File: src/sv/zns_pkg.sv
// Shared types, layer tables and fixed-point constants of the ziggurat normal sampler.
package zns_pkg;

  localparam int unsigned NUM_LAYERS = 128;
  localparam int unsigned LAYER_W    = 7;
  localparam int unsigned MUL_W      = 35;
  localparam int unsigned PROD_W     = 2 * MUL_W;
  localparam int unsigned CFG_IDX_W  = 1;

  localparam logic [LAYER_W-1:0] LAST_LAYER = LAYER_W'(NUM_LAYERS - 1);

  // Configuration register indexes.
  localparam logic [CFG_IDX_W-1:0] REG_MEAN   = 1'b0;
  localparam logic [CFG_IDX_W-1:0] REG_SPREAD = 1'b1;

  localparam logic [31:0] SPREAD_RESET = 32'd65536;

  // Decimal constants are held scaled by 10^18.
  localparam logic [63:0] DEC_ONE = 64'd1000000000000000000;

  typedef logic [63:0] dec_t [NUM_LAYERS];
  typedef logic [31:0] rom_t [NUM_LAYERS];

  localparam dec_t XDEC = '{
    64'd0,64'd272320864704663850,64'd362871431028418304,64'd426547986303305124,
    64'd477437837253787876,64'd520656038725144917,64'd558692178375517971,64'd592962942441977979,
    64'd624358597309088221,64'd653478638715042387,64'd680747918645904216,64'd706479611313608034,
    64'd730911910621881281,64'd754230664434510071,64'd776583987876148386,64'd798092060626274804,
    64'd818853906683317723,64'd838952214281207455,64'd858456843178050863,64'd877427429097715691,
    64'd895915352566238529,64'd913965251008801776,64'd931616196601353810,64'd948902625497911954,
    64'd965855079388130595,64'd982500803502760385,64'd998864233480643513,64'd1014967395239299470,
    64'd1030830236056455590,64'd1046470900752580260,64'd1061905963683619400,
    64'd1077150624881937650,64'd1092218876896553760,64'd1107123647523535390,
    64'd1121876922572254060,64'd1136489852003075530,64'd1150972842138976060,
    64'd1165335636155046900,64'd1179587384654460700,64'd1193736707823772190,
    64'd1207791750406757600,64'd1221760230530962560,64'd1235649483254481170,
    64'd1249466499564333740,64'd1263217961446028230,64'd1276910273551699710,
    64'd1290549591917873150,64'd1304141850120421530,64'd1317692783201342990,
    64'd1331207949657676500,64'd1344692751745713040,64'd1358152454322422870,
    64'd1371592202419732270,64'd1385017037725148640,64'd1398431914123606350,
    64'd1411841712439760250,64'd1425251254506861570,64'd1438665316677461310,
    64'd1452088642882216490,64'd1465525957335794620,64'd1478981976983097850,
    64'd1492461423774615400,64'd1505969036856550260,64'd1519509584759370780,
    64'd1533087877667556070,64'd1546708779853503460,64'd1560377222359840680,
    64'd1574098216016749720,64'd1587876864884400700,64'd1601718380215277050,
    64'd1615628095037132960,64'd1629611479464678390,64'd1643674156856982640,
    64'd1657821920948207540,64'd1672060754091852200,64'd1686396846773486320,
    64'd1700836618564300940,64'd1715386740708116540,64'd1730054160558243530,
    64'd1744846128108376500,64'd1759770224894231870,64'd1774834395580769240,
    64'd1790046982594618980,64'd1805416764214048740,64'd1820952996591005070,
    64'd1836665460253384040,64'd1852564511723087060,64'd1868661140989542000,
    64'd1884967035702869230,64'd1901494653100317610,64'd1918257300859732030,
    64'd1935269228291900200,64'd1952545729548888900,64'd1970103260849713220,
    64'd1987959574123060720,64'd2006133869958966840,64'd2024646973372933870,
    64'd2043521536650669490,64'd2062782274503963350,64'd2082456237987724640,
    64'd2102573135184998880,64'd2123165708669789960,64'd2144270182356261350,
    64'd2165926793744840730,64'd2188180432072020600,64'd2211081408874727810,
    64'd2234686395587056980,64'd2259059573865329520,64'd2284274059673656800,
    64'd2310413683695002150,64'd2337575241335530730,64'd2365871370113987540,
    64'd2395434278007467340,64'd2426420645530211590,64'd2459018177408350090,
    64'd2493454522091950760,64'd2530009672385466610,64'd2569033625921639130,
    64'd2610972248428613200,64'd2656406411258192500,64'd2706113573118722330,
    64'd2761169372384153850,64'd2823125350545966430,64'd2894344007018670620,
    64'd2978696252645016960,64'd3083228858214213700,64'd3223084984578618540,
    64'd3442619855896652120
  };

  localparam dec_t YDEC = '{
    64'd398942280401432678,64'd384420658981682726,64'd373522748141106316,64'd364251715035986642,
    64'd355968876531425490,64'd348373573283578819,64'd341295363394479423,64'd334626244265964860,
    64'd328292479472809649,64'd322240957253635010,64'd316431845843046832,64'd310834316291433707,
    64'd305423896178597626,64'd300180751490354248,64'd295088526356077135,64'd290133533446065115,
    64'd285304173202847215,64'd280590507234007472,64'd275983938443315368,64'd271476966845668090,
    64'd267063000179495015,64'd262736204934735768,64'd258491387684491830,64'd254323899476874075,
    64'd250229558010610547,64'd246204583692175839,64'd242245546648512680,64'd238349322473737380,
    64'd234513055003481010,64'd230734124792334072,64'd227010122256156323,64'd223338824658038588,
    64'd219718176282891875,64'd216146271274101058,64'd212621338705853685,64'd209141729543510392,
    64'd205705905206777190,64'd202312427500227481,64'd198959949715719394,64'd195647208743592170,
    64'd192373018055828097,64'd189136261445882234,64'd185935887427576882,64'd182770904210084495,
    64'd179640375178172028,64'd176543414817017910,64'd173479185029409926,64'd170446891800283875,
    64'd167445782169606159,64'd164475141479729723,64'd161534290867717281,64'd158622584976854697,
    64'd155739409864774326,64'd152884181088357758,64'd150056341947960011,64'd147255361875550651,
    64'd144480734953149976,64'd141731978549490419,64'd139008632064188530,64'd136310255769899547,
    64'd133636429743968693,64'd130986752882010972,64'd128360841986661826,64'd125758330925458934,
    64'd123178869852453437,64'd120622124488717524,64'd118087775457424043,64'd115575517669630454,
    64'd113085059757311182,64'd110616123550555179,64'd108168443596184749,64'd105741766715362132,
    64'd103335851598036258,64'd100950468432347246,64'd98585398567354267,64'd96240434207686414,
    64'd93915378138939401,64'd91610043482856174,64'd89324253481539655,64'd87057841310153934,
    64'd84810649917778968,64'd82582531896296714,64'd80373349377406574,64'd78182973958099109,
    64'd76011286655163038,64'd73858177889566438,64'd71723547501844112,64'd69607304799945809,
    64'd67509368641361741,64'd65429667551751869,64'd63368139882774556,64'd61324734012351858,
    64'd59299408591239328,64'd57292132840508137,64'd55302886905421895,64'd53331662272231808,
    64'd51378462255661976,64'd49443302566363293,64'd47526211969445583,64'd45627233047438875,
    64'd43746423083797763,64'd41883855086494490,64'd40039618975542011,64'd38213822963709700,
    64'd36406595166596341,64'd34618085487094022,64'd32848467830786946,64'd31097942723928556,
    64'd29366740425678476,64'd27655124653209690,64'd25963397074986060,64'd24291902778257009,
    64'd22641036988180114,64'd21011253418202310,64'd19403074780780479,64'd17817106211110194,
    64'd16254052699851692,64'd14714742173886356,64'd13200156752949739,64'd11711476223803211,
    64'd10250140476027269,64'd8817942747959072,64'd7417175863422647,64'd6050876455905618,
    64'd4723268614579558,64'd3440671478981093,64'd2213728807329174,64'd1065027914558052
  };

  // Converts a decimal constant to fixed point with fb fraction bits, rounded to nearest.
  function automatic logic [63:0] dec_fix(logic [63:0] d, int unsigned fb);
    logic [63:0] q;
    logic [63:0] r;
    q = d / DEC_ONE;
    r = d % DEC_ONE;
    for (int unsigned i = 0; i < fb; i++) begin
      r = r << 1;
      q = q << 1;
      if (r >= DEC_ONE) begin
        r    = r - DEC_ONE;
        q[0] = 1'b1;
      end
    end
    if ((r << 1) >= DEC_ONE) begin
      q = q + 64'd1;
    end
    return q;
  endfunction

  function automatic rom_t build_rom(dec_t dec, int unsigned fb);
    rom_t rom;
    for (int unsigned i = 0; i < NUM_LAYERS; i++) begin
      rom[i] = 32'(dec_fix(dec[i], fb));
    end
    return rom;
  endfunction

  // Layer edges x_k in Q4.28 and heights y_k in Q0.32.
  localparam rom_t X_ROM = build_rom(XDEC, 28);
  localparam rom_t Y_ROM = build_rom(YDEC, 32);

  localparam logic [31:0] TAIL_R   = X_ROM[NUM_LAYERS-1];
  localparam logic [31:0] Y_TOP    = Y_ROM[0];
  localparam logic [31:0] RECT_COEF = 32'(dec_fix(64'd927158602609581818, 32));
  localparam logic [63:0] TAIL_R64 = {32'd0, TAIL_R};
  localparam logic [63:0] TAIL_RR  = (TAIL_R64 * TAIL_R64) >> 28;
  localparam logic [29:0] LN2_Q30  = 30'd744261118;

  // ceil(2^36 / k): floor(p * R / 2^36) equals floor(p / k) for every 32-bit p.
  // Division by 1 and by 2 is done by the datapath without the multiplier.
  typedef logic [MUL_W-1:0] recip_t [16];
  localparam recip_t RECIP = '{
    35'd0, 35'd0, 35'd0, 35'd22906492246, 35'd17179869184, 35'd13743895348,
    35'd11453246123, 35'd9817068106, 35'd8589934592, 35'd7635497416, 35'd6871947674,
    35'd6247225158, 35'd5726623062, 35'd5286113596, 35'd0, 35'd0
  };

  typedef enum logic [4:0] {
    OP_NOP,
    OP_LOAD,
    OP_MUL_CORE,
    OP_U_CORE,
    OP_MUL_WY,
    OP_WY,
    OP_MUL_UU,
    OP_T,
    OP_MUL_SH,
    OP_P,
    OP_MUL_PR,
    OP_H,
    OP_CAP,
    OP_MUL_HH,
    OP_HSQ,
    OP_MUL_G,
    OP_MUL_RECT,
    OP_U_RECT,
    OP_LOG_INIT,
    OP_NORM,
    OP_LOG_Y,
    OP_MUL_YY,
    OP_LOG_STEP,
    OP_MUL_LN,
    OP_ISQ_INIT,
    OP_ISQ_STEP,
    OP_U_TAIL,
    OP_MUL_TT,
    OP_TAIL_REJ,
    OP_MUL_OUT,
    OP_EMIT
  } zns_op_e;

  typedef enum logic [5:0] {
    ST_IDLE,
    ST_DISPATCH,
    ST_CORE_MUL,
    ST_CORE_U,
    ST_CORE_TEST,
    ST_WY_MUL,
    ST_WY,
    ST_UU_MUL,
    ST_T,
    ST_SH_MUL,
    ST_P,
    ST_PR_MUL,
    ST_H,
    ST_CAP,
    ST_HH_MUL,
    ST_HSQ,
    ST_G_MUL,
    ST_WEDGE_TEST,
    ST_RECT_MUL,
    ST_RECT_U,
    ST_LOG_INIT,
    ST_NORM,
    ST_LOG_Y,
    ST_YY_MUL,
    ST_LOG_STEP,
    ST_LN_MUL,
    ST_ISQ_INIT,
    ST_ISQ_STEP,
    ST_U_TAIL,
    ST_TT_MUL,
    ST_TAIL_TEST,
    ST_OUT_MUL,
    ST_EMIT
  } zns_state_e;

  typedef struct packed {
    zns_op_e     op;
    logic [3:0]  k;
  } zns_cmd_t;

  typedef struct packed {
    logic pending;
    logic bottom;
    logic rect;
    logic core_in;
    logic wedge_rej;
    logic norm_done;
    logic tail_rej;
  } zns_stat_t;

  typedef struct packed {
    logic [31:0] sample;
    logic [31:0] core_sample;
    logic        saturated;
  } zns_result_t;

endpackage

File: src/sv/zns_ctrl.sv
// Controller state machine that sequences one ziggurat trial through the datapath.
module zns_ctrl import zns_pkg::*; (
  input  logic       clk_i,
  input  logic       rst_ni,
  input  logic       in_valid_i,
  input  logic       out_free_i,
  input  zns_stat_t  stat_i,
  output zns_cmd_t   cmd_o,
  output logic       busy_o
);

  zns_state_e  state_q, state_d;
  logic [5:0]  cnt_q, cnt_d;

  always_ff @(posedge clk_i or negedge rst_ni) begin
    if (!rst_ni) begin
      state_q <= ST_IDLE;
      cnt_q   <= '0;
    end else begin
      state_q <= state_d;
      cnt_q   <= cnt_d;
    end
  end

  always_comb begin
    state_d  = state_q;
    cnt_d    = cnt_q;
    cmd_o.op = OP_NOP;
    cmd_o.k  = cnt_q[3:0];
    busy_o   = 1'b1;
    unique case (state_q)
      ST_IDLE: begin
        busy_o = 1'b0;
        if (in_valid_i) begin
          cmd_o.op = OP_LOAD;
          state_d  = ST_DISPATCH;
        end
      end
      ST_DISPATCH: begin
        if (stat_i.pending) begin
          state_d = ST_LOG_INIT;
        end else if (!stat_i.bottom) begin
          state_d = ST_CORE_MUL;
        end else if (stat_i.rect) begin
          state_d = ST_RECT_MUL;
        end else begin
          state_d = ST_LOG_INIT;
        end
      end
      ST_CORE_MUL: begin
        cmd_o.op = OP_MUL_CORE;
        state_d  = ST_CORE_U;
      end
      ST_CORE_U: begin
        cmd_o.op = OP_U_CORE;
        state_d  = ST_CORE_TEST;
      end
      ST_CORE_TEST: begin
        state_d = stat_i.core_in ? ST_OUT_MUL : ST_WY_MUL;
      end
      ST_WY_MUL: begin
        cmd_o.op = OP_MUL_WY;
        state_d  = ST_WY;
      end
      ST_WY: begin
        cmd_o.op = OP_WY;
        state_d  = ST_UU_MUL;
      end
      ST_UU_MUL: begin
        cmd_o.op = OP_MUL_UU;
        state_d  = ST_T;
      end
      ST_T: begin
        cmd_o.op = OP_T;
        cnt_d    = 6'd13;
        state_d  = ST_SH_MUL;
      end
      ST_SH_MUL: begin
        cmd_o.op = OP_MUL_SH;
        state_d  = ST_P;
      end
      ST_P: begin
        cmd_o.op = OP_P;
        state_d  = (cnt_q <= 6'd2) ? ST_H : ST_PR_MUL;
      end
      ST_PR_MUL: begin
        cmd_o.op = OP_MUL_PR;
        state_d  = ST_H;
      end
      ST_H: begin
        cmd_o.op = OP_H;
        if (cnt_q == 6'd1) begin
          state_d = ST_CAP;
        end else begin
          cnt_d   = cnt_q - 6'd1;
          state_d = ST_SH_MUL;
        end
      end
      ST_CAP: begin
        cmd_o.op = OP_CAP;
        cnt_d    = 6'd4;
        state_d  = ST_HH_MUL;
      end
      ST_HH_MUL: begin
        cmd_o.op = OP_MUL_HH;
        state_d  = ST_HSQ;
      end
      ST_HSQ: begin
        cmd_o.op = OP_HSQ;
        cnt_d    = cnt_q - 6'd1;
        state_d  = (cnt_q == 6'd1) ? ST_G_MUL : ST_HH_MUL;
      end
      ST_G_MUL: begin
        cmd_o.op = OP_MUL_G;
        state_d  = ST_WEDGE_TEST;
      end
      ST_WEDGE_TEST: begin
        state_d = stat_i.wedge_rej ? ST_IDLE : ST_OUT_MUL;
      end
      ST_RECT_MUL: begin
        cmd_o.op = OP_MUL_RECT;
        state_d  = ST_RECT_U;
      end
      ST_RECT_U: begin
        cmd_o.op = OP_U_RECT;
        state_d  = ST_OUT_MUL;
      end
      ST_LOG_INIT: begin
        cmd_o.op = OP_LOG_INIT;
        state_d  = ST_NORM;
      end
      ST_NORM: begin
        if (stat_i.norm_done) begin
          state_d = ST_LOG_Y;
        end else begin
          cmd_o.op = OP_NORM;
        end
      end
      ST_LOG_Y: begin
        cmd_o.op = OP_LOG_Y;
        cnt_d    = 6'd28;
        state_d  = ST_YY_MUL;
      end
      ST_YY_MUL: begin
        cmd_o.op = OP_MUL_YY;
        state_d  = ST_LOG_STEP;
      end
      ST_LOG_STEP: begin
        cmd_o.op = OP_LOG_STEP;
        cnt_d    = cnt_q - 6'd1;
        state_d  = (cnt_q == 6'd1) ? ST_LN_MUL : ST_YY_MUL;
      end
      ST_LN_MUL: begin
        cmd_o.op = OP_MUL_LN;
        state_d  = ST_ISQ_INIT;
      end
      ST_ISQ_INIT: begin
        cmd_o.op = OP_ISQ_INIT;
        cnt_d    = 6'd32;
        state_d  = ST_ISQ_STEP;
      end
      ST_ISQ_STEP: begin
        cmd_o.op = OP_ISQ_STEP;
        cnt_d    = cnt_q - 6'd1;
        state_d  = (cnt_q == 6'd1) ? ST_U_TAIL : ST_ISQ_STEP;
      end
      ST_U_TAIL: begin
        cmd_o.op = OP_U_TAIL;
        state_d  = ST_TT_MUL;
      end
      ST_TT_MUL: begin
        cmd_o.op = OP_MUL_TT;
        state_d  = ST_TAIL_TEST;
      end
      ST_TAIL_TEST: begin
        if (stat_i.tail_rej) begin
          cmd_o.op = OP_TAIL_REJ;
          state_d  = ST_IDLE;
        end else begin
          state_d = ST_OUT_MUL;
        end
      end
      ST_OUT_MUL: begin
        cmd_o.op = OP_MUL_OUT;
        state_d  = ST_EMIT;
      end
      ST_EMIT: begin
        if (out_free_i) begin
          cmd_o.op = OP_EMIT;
          state_d  = ST_IDLE;
        end
      end
      default: state_d = ST_IDLE;
    endcase
  end

endmodule
File: config.mk
export PLATFORM = sky130hd
export DESIGN_NAME = zns_ctrl
export DESIGN_NICKNAME = d
export VERILOG_FILES = /design/src/sv/zns_pkg.sv /design/src/sv/zns_ctrl.sv
export SDC_FILE = /design/constraint.sdc
export NUM_CORES = 1
export LEC_CHECK = 0
export BUFFER_PORTS_ARGS = -buffer_cell sky130_fd_sc_hd__buf_4
export CORE_ASPECT_RATIO = 0.6
export CORE_MARGIN = 1.5
export CORE_UTILIZATION = 50
export DETAILED_ROUTE_END_ITERATION = 8
export PLACE_DENSITY = 0.68
export SETUP_SLACK_MARGIN = 0.5
export SLEW_MARGIN = 20
export SYNTH_ARGS = -nofsm -noshare
export SYNTH_HDL_FRONTEND = slang
export SYNTH_SLANG_ARGS = --single-unit
export TNS_END_PERCENT = 10
File: constraint.sdc
create_clock -name clk_i -period 1.9 [get_ports clk_i]
set_input_delay 0.285 -clock clk_i [delete_from_list [all_inputs] [get_ports clk_i]]
set_output_delay 0.285 -clock clk_i [all_outputs]
set_load 0.02 [all_outputs]
# Word-level counts from Yosys, hierarchy flattened
# Cells that the tools add are included.
dict set report op_classes {
  n_addsub 1
  n_lt_le_gt_ge 1
  n_eq_ne 37
  muxes 23
  n_reduce_logical 5
}
# operator count
set ops {}
lappend ops {{$pmux W6 S33} 1}
lappend ops {{$pmux W5 S30} 1}
lappend ops {{$eq A6 B5 Y1 const B} 16}
lappend ops {{$eq A6 B4 Y1 const B} 8}
lappend ops {{$mux W5} 9}
lappend ops {{$pmux W6 S6} 1}
lappend ops {{$eq A6 B3 Y1 const B} 4}
lappend ops {{$mux W6} 4}
lappend ops {{$eq A6 B1 Y1 const B} 2}
lappend ops {{$eq A6 B2 Y1 const B} 2}
lappend ops {{$mux W3} 4}
lappend ops {{$ne A2 B2 Y1 const B} 4}
lappend ops {{$eq A6 B6 Y1 const B} 1}
lappend ops {{$le A6 B2 Y1 const B} 1}
lappend ops {{$logic_not A6 Y1} 1}
lappend ops {{$reduce_bool A6 Y1} 1}
lappend ops {{$sub A6 B1 Y6 const B} 1}
lappend ops {{$mux W4} 1}
lappend ops {{$reduce_and A3 Y1} 1}
lappend ops {{$reduce_or A3 Y1} 1}
lappend ops {{$mux W1} 2}
lappend ops {{$reduce_and A2 Y1} 1}
dict set report totals {
  register_bits 12
  output_inout_bits 10
}

# Logic depth before layout (Yosys ltp)
dict set report logic_depth {
  depth_word 4
  mapped_depth 8
  mapped_depth_nobuf 7
}

# Least setup slack after synthesis
# OpenSTA, ideal clock, no wires.
dict set report synth_path {
  path_type {flip-flop to output port}
  startpoint {register state_q[2]}
  endpoint {output cmd_o[5] (netlist name)}
  t_arrival_ns 1.637
  required_time_ns 1.615
  slack_ns -0.022
  stages_incl_launch_ff 8
  path_buffers 2
  cell_sequence {dfrtp_1 buf_4 nor2_1 clkbuf_1 nor2_1 o22a_1 o21a_1 o21ai_1}
}
# item line_no
set synth_rtl {}
lappend synth_rtl {{start, declared} zns_ctrl.sv:12} ;# zns_state_e state_q, state_d;
lappend synth_rtl {{start signal, assigned} zns_ctrl.sv:20} ;# state_q <= state_d;
lappend synth_rtl {{end, declared} zns_ctrl.sv:8} ;# output zns_cmd_t cmd_o,

# Final worst setup path
dict set report layout_path {
  startpoint {register state_q[3]}
  endpoint {register cnt_q[1]}
}
dict set report layout_between {
  elab_chain_cells 4
  elab_cells_between_ends 13
  classes_between {9 x eq/ne; 1 x mux; 3 x reduce/logical}
}
# item line_no
set layout_rtl {}
lappend layout_rtl {{$eq A6 B5 Y1 or $eq A6 B4 Y1 (tied branches)} zns_ctrl.sv:31} ;# unique case (state_q)
lappend layout_rtl {{$reduce_or A3 Y1 (no source line)} -}
lappend layout_rtl {{$reduce_bool A6 Y1 (no source line)} -}
lappend layout_rtl {{$reduce_and A2 Y1 (no source line)} -}
lappend layout_rtl {{end signal, assigned} zns_ctrl.sv:21} ;# cnt_q <= cnt_d;
lappend layout_rtl {{end, declared} zns_ctrl.sv:13} ;# logic [5:0] cnt_q, cnt_d;
# Several ways; a longest one is shown, not always the timed one.
# A chain may end at the register's enable or synchronous reset.

==> run summary <==
The flow ran to the end, but the final reports show violations. The final reports fail on setup timing. The top cell family by delay on the critical path was compound AO/OA/AOI/OAI gates.

The logs give 11 for the number of failing setup endpoints in the final timing report and -0.13 ns for the register-to-register setup slack. The antenna violation net count after detailed routing came out at 0. Routability-driven placement finished with a final weighted congestion of 1.00. Compared with the post-synthesis result, the final layout area differs by 43.5%. The gate count of the mapped netlist was 218; the power density relative to cell area was 2110 nW/um^2.

Clock power share: 0.059. The number of search-and-repair iterations in the first detailed-routing pass came out at 5. The logs give 0.546 for the effective utilization at floorplan and 0.00152 ns for the final clock skew. STA classifies the critical path startpoint as a flop. The tools report the mapped cell area as 1620 um^2. The average via count per standard cell came out at 6.58. Top flip-flop cell by instance count after synthesis: sky130_fd_sc_hd__dfrtp_1. Placed instance count: 296. Sequential cell area: 305 um^2. The region available for standard cell placement spans 2970 um^2. The flip-flop and latch count after synthesis came out at 12.

The measured slew at the worst slew-check pin was 0.514 ns; the count of placed standard cells in the final layout, fillers left out was 318. Counting along the longest clock path gives a buffer depth of 2. The detailed router finished its first iteration with 260 violations. Summed over all instances, the cell type with the most area after synthesis is sky130_fd_sc_hd__dfrtp_1. The max capacitance violation total is 0, and the area occupied by multi-input gates is 1260 um^2. The final layout contains routed wiring with a total length of 6190 um. TritonCTS built the clock tree.

The leakage power figure came out at 1.00 nW. The worst-case setup margin in the final layout was -0.134 ns. For the final core utilization, the log shows 0.783. The min-delay analysis places its worst path in the category in -> reg.

The part of the total power dissipated in sequential elements came out at 0.121. The switching share of total power works out to 0.502. The logs give 0.820 for the share of total power in combinational logic and 1.14 mV for the worst vdd rail ir drop. The async set-reset flop share out of synthesis is 1.00, and the average routed wire per standard cell is 19.4 um. The run gives 1,772 as the number of global-route vias before repair.

The share of the cycle needed by the critical path after routing is 1.07, and the total die area is 3600 um^2. The highest fanout seen on the critical path works out to 7. The category of the worst setup path capture point was a flop. The count of input and output buffers is 20. The die outline height is 47.1 um, and the total via count after detailed routing is 2,094. Based on the critical path, the design can be clocked at up to 492 MHz. Setup repair after global routing could not meet its margin everywhere. The total power after layout came out at 4.89 mW. The HPWL after detailed placement is 4360 um. After the last flow step, the layout net total stands at 291. In the routed design, unresolved DRC markers number 0. The count of pins over their slew limit is 0. Among all stages on the critical path, the largest delay is contributed by sky130_fd_sc_hd__dfrtp_2. Total global routing overflow: 0. The total number of clock tree sinks is 12, and the internal power consumption is 2.43 mW. In this design, the stage delay of the slowest critical-path cell is 0.49 ns.

Final hold analysis gives a worst-case slack of 0.284 ns. The run gives 0 as the initial antenna violation count. The share of cells above drive strength 1 was 0.435; the total net switching power was 2.45 mW. The x dimension of the die was 76.4 um.

Entering global routing, the biggest net connects 30 pins. The smallest clock period supported by the final layout is computed as 2.03 ns. Clock-pin slew was measured on the worst setup and hold paths at 0.06 ns.

Top-area cell type share of the netlist area: 0.186. By count the netlist is led by sky130_fd_sc_hd__nor2_1, sky130_fd_sc_hd__a21oi_1, sky130_fd_sc_hd__nand2_1. The synthesized area per cell is 7.42 um^2.

During I/O placement, the number of pins put on the boundary was 21. For the H-tree depth, the log shows 1. For the worst setup path, the data arrival time is 2.17 ns. In the post-synthesis netlist, the biggest area contributors are sky130_fd_sc_hd__dfrtp_1, sky130_fd_sc_hd__a21oi_1, sky130_fd_sc_hd__nor2_1. The count of unique library cells instantiated by Yosys was 63. The run gives 0.348 as the global router's overall resource usage. The number of buffer and inverter stages on the critical path is 1. The critical path is of the reg -> reg type. The clock reaches the later pin of the worst-skew pair after 0.25 ns.

The fill cell instance count of the final layout was 222; the synthesized net count was 232. CTS placed an instance of sky130_fd_sc_hd__clkbuf_8 at the clock tree root. Traced cell by cell, the critical path runs through buf_4, nor3b_1, o31a_1, o21ai_4, nand2_2, mux2_4.

The first-pass GRT wire length is 9490 um. The dominant cell by count in the synthesized netlist was sky130_fd_sc_hd__nor2_1. The number of enable flip-flop cells after synthesis was 0. The hold violation count in the final report is 0. The logs give 0.655 for the worst slew margin relative to its limit and 0 for the synthesis warning total. The share of the yosys chip area belonging to registers came out at 0.186. For the worst setup path, the data required time is 2.03 ns.

The TritonCTS buffer count is 3. The floorplan has 15 rows. The number of antenna diodes in the final layout is 0.
worst reg2reg max path: stages (launching register included):
cell and delay (ns):
sky130_fd_sc_hd__dfrtp_2 0.49, sky130_fd_sc_hd__buf_4 0.17, sky130_fd_sc_hd__nor3b_1 0.13, sky130_fd_sc_hd__o31a_1 0.37, sky130_fd_sc_hd__o21ai_4 0.30, sky130_fd_sc_hd__nand2_2 0.14
sky130_fd_sc_hd__mux2_4 0.31
metal layers:
metal	vias to the layer above	share of wire	GRT usage
li1	934	-	-
met4	0	0.011	0.0333
met1	964	0.43	0.515
met3	15	0.16	0.128
met5	-	0	0
met2	181	0.40	0.495
path summary, 6_finish.rpt:
kind,from,to,depth (start not counted)
min,out_free_i,state_q[5]$_DFFE_PN0P_,2
max in group asynchronous,rst_ni,state_q[1]$_DFFE_PN0P_,2
max reg2reg,state_q[3]$_DFFE_PN0P_,cnt_q[1]$_DFFE_PN0P_,6
min in group asynchronous,rst_ni,cnt_q[3]$_DFFE_PN0P_,2
min reg2reg,cnt_q[0]$_DFFE_PN0P_,cnt_q[0]$_DFFE_PN0P_,1
max,state_q[3]$_DFFE_PN0P_,cnt_q[1]$_DFFE_PN0P_,6
layout by cell type, fill, tap and decap left out, types with 3 or more instances in the layout:
cell / count
sky130_fd_sc_hd__o21ai_2: 3
sky130_fd_sc_hd__and3_1: 3
sky130_fd_sc_hd__nand2b_1: 9
sky130_fd_sc_hd__nor3_1: 5
sky130_fd_sc_hd__nand3_1: 12
sky130_fd_sc_hd__nor2b_1: 3
sky130_fd_sc_hd__o21bai_1: 3
sky130_fd_sc_hd__inv_1: 5
sky130_fd_sc_hd__clkbuf_8: 4
sky130_fd_sc_hd__nor2_2: 3
sky130_fd_sc_hd__buf_12: 3
sky130_fd_sc_hd__buf_4: 66
sky130_fd_sc_hd__dfrtp_2: 4
sky130_fd_sc_hd__o21ai_0: 8
sky130_fd_sc_hd__nor2_1: 16
sky130_fd_sc_hd__dfrtp_1: 8
sky130_fd_sc_hd__ha_1: 3
sky130_fd_sc_hd__nand4_1: 4
sky130_fd_sc_hd__a21oi_1: 15
sky130_fd_sc_hd__o22ai_1: 4
sky130_fd_sc_hd__buf_6: 5
sky130_fd_sc_hd__nand2_1: 14
sky130_fd_sc_hd__a31oi_1: 3
sky130_fd_sc_hd__a211oi_1: 3
sky130_fd_sc_hd__a21oi_2: 3
sequential cells by signal (all words and copies together) (netlist names):
| register | flops |
|---|---|
| cnt_q | 6 |
| state_q | 6 |
metrics by stage:
stage / worst slack, ns / setup TNS, ns / area [um^2]
after floorplan: 0.200 / 0 / 1670
final: -0.134 / -0.697 / 2320
after global routing: -0.146 / -1.18 / 2320
after global placement: -0.0252 / -0.0370 / 2030
after CTS: -0.0675 / -0.306 / 2220
after detailed placement: -0.0674 / -0.161 / 2030
power groups by stage:
| stage | combinational, mW | clock (mW) | sequential (mW) |
|---|---|---|---|
| floorplan | 2.33 | 0 | 0.496 |
| global placement | 3.30 | 0 | 0.599 |
| detailed placement | 3.34 | 0 | 0.615 |
| CTS | 3.64 | 0.291 | 0.611 |
| global route | 4.25 | 0.305 | 0.607 |
| finish | 4.01 | 0.289 | 0.592 |
cells by family after synthesis:
group / count (synthesis) / synth area share
XOR/XNOR: 1 / 0.00541
AO/OA/AOI/OAI: 78 / 0.343
flip-flops: 12 / 0.186
buffers and inverters: 28 / 0.103
multiplexers: 2 / 0.0155
adder cells (fa/ha/maj): 3 / 0.0232
AND/OR/NAND/NOR: 94 / 0.325
timing repair:
action,in CTS,in global routing
setup buffers,9,8
gates resized for setup,17,10
hold buffers,1,0
endpoints found under the hold margin,12,0
endpoints found under the setup margin,17,17
cloned,0,0
pin swaps,4,10
final cells by class:
| cell class | count | area share |
|---|---|---|
| timing repair buffer | 76 | 0.270 |
| tap | 42 | 0.0226 |
| multi-input combinational | 178 | 0.543 |
| sequential | 12 | 0.131 |
| inverter | 6 | 0.00970 |
| clock buffer | 4 | 0.0237 |
Power figures use the tool's default switching activity.
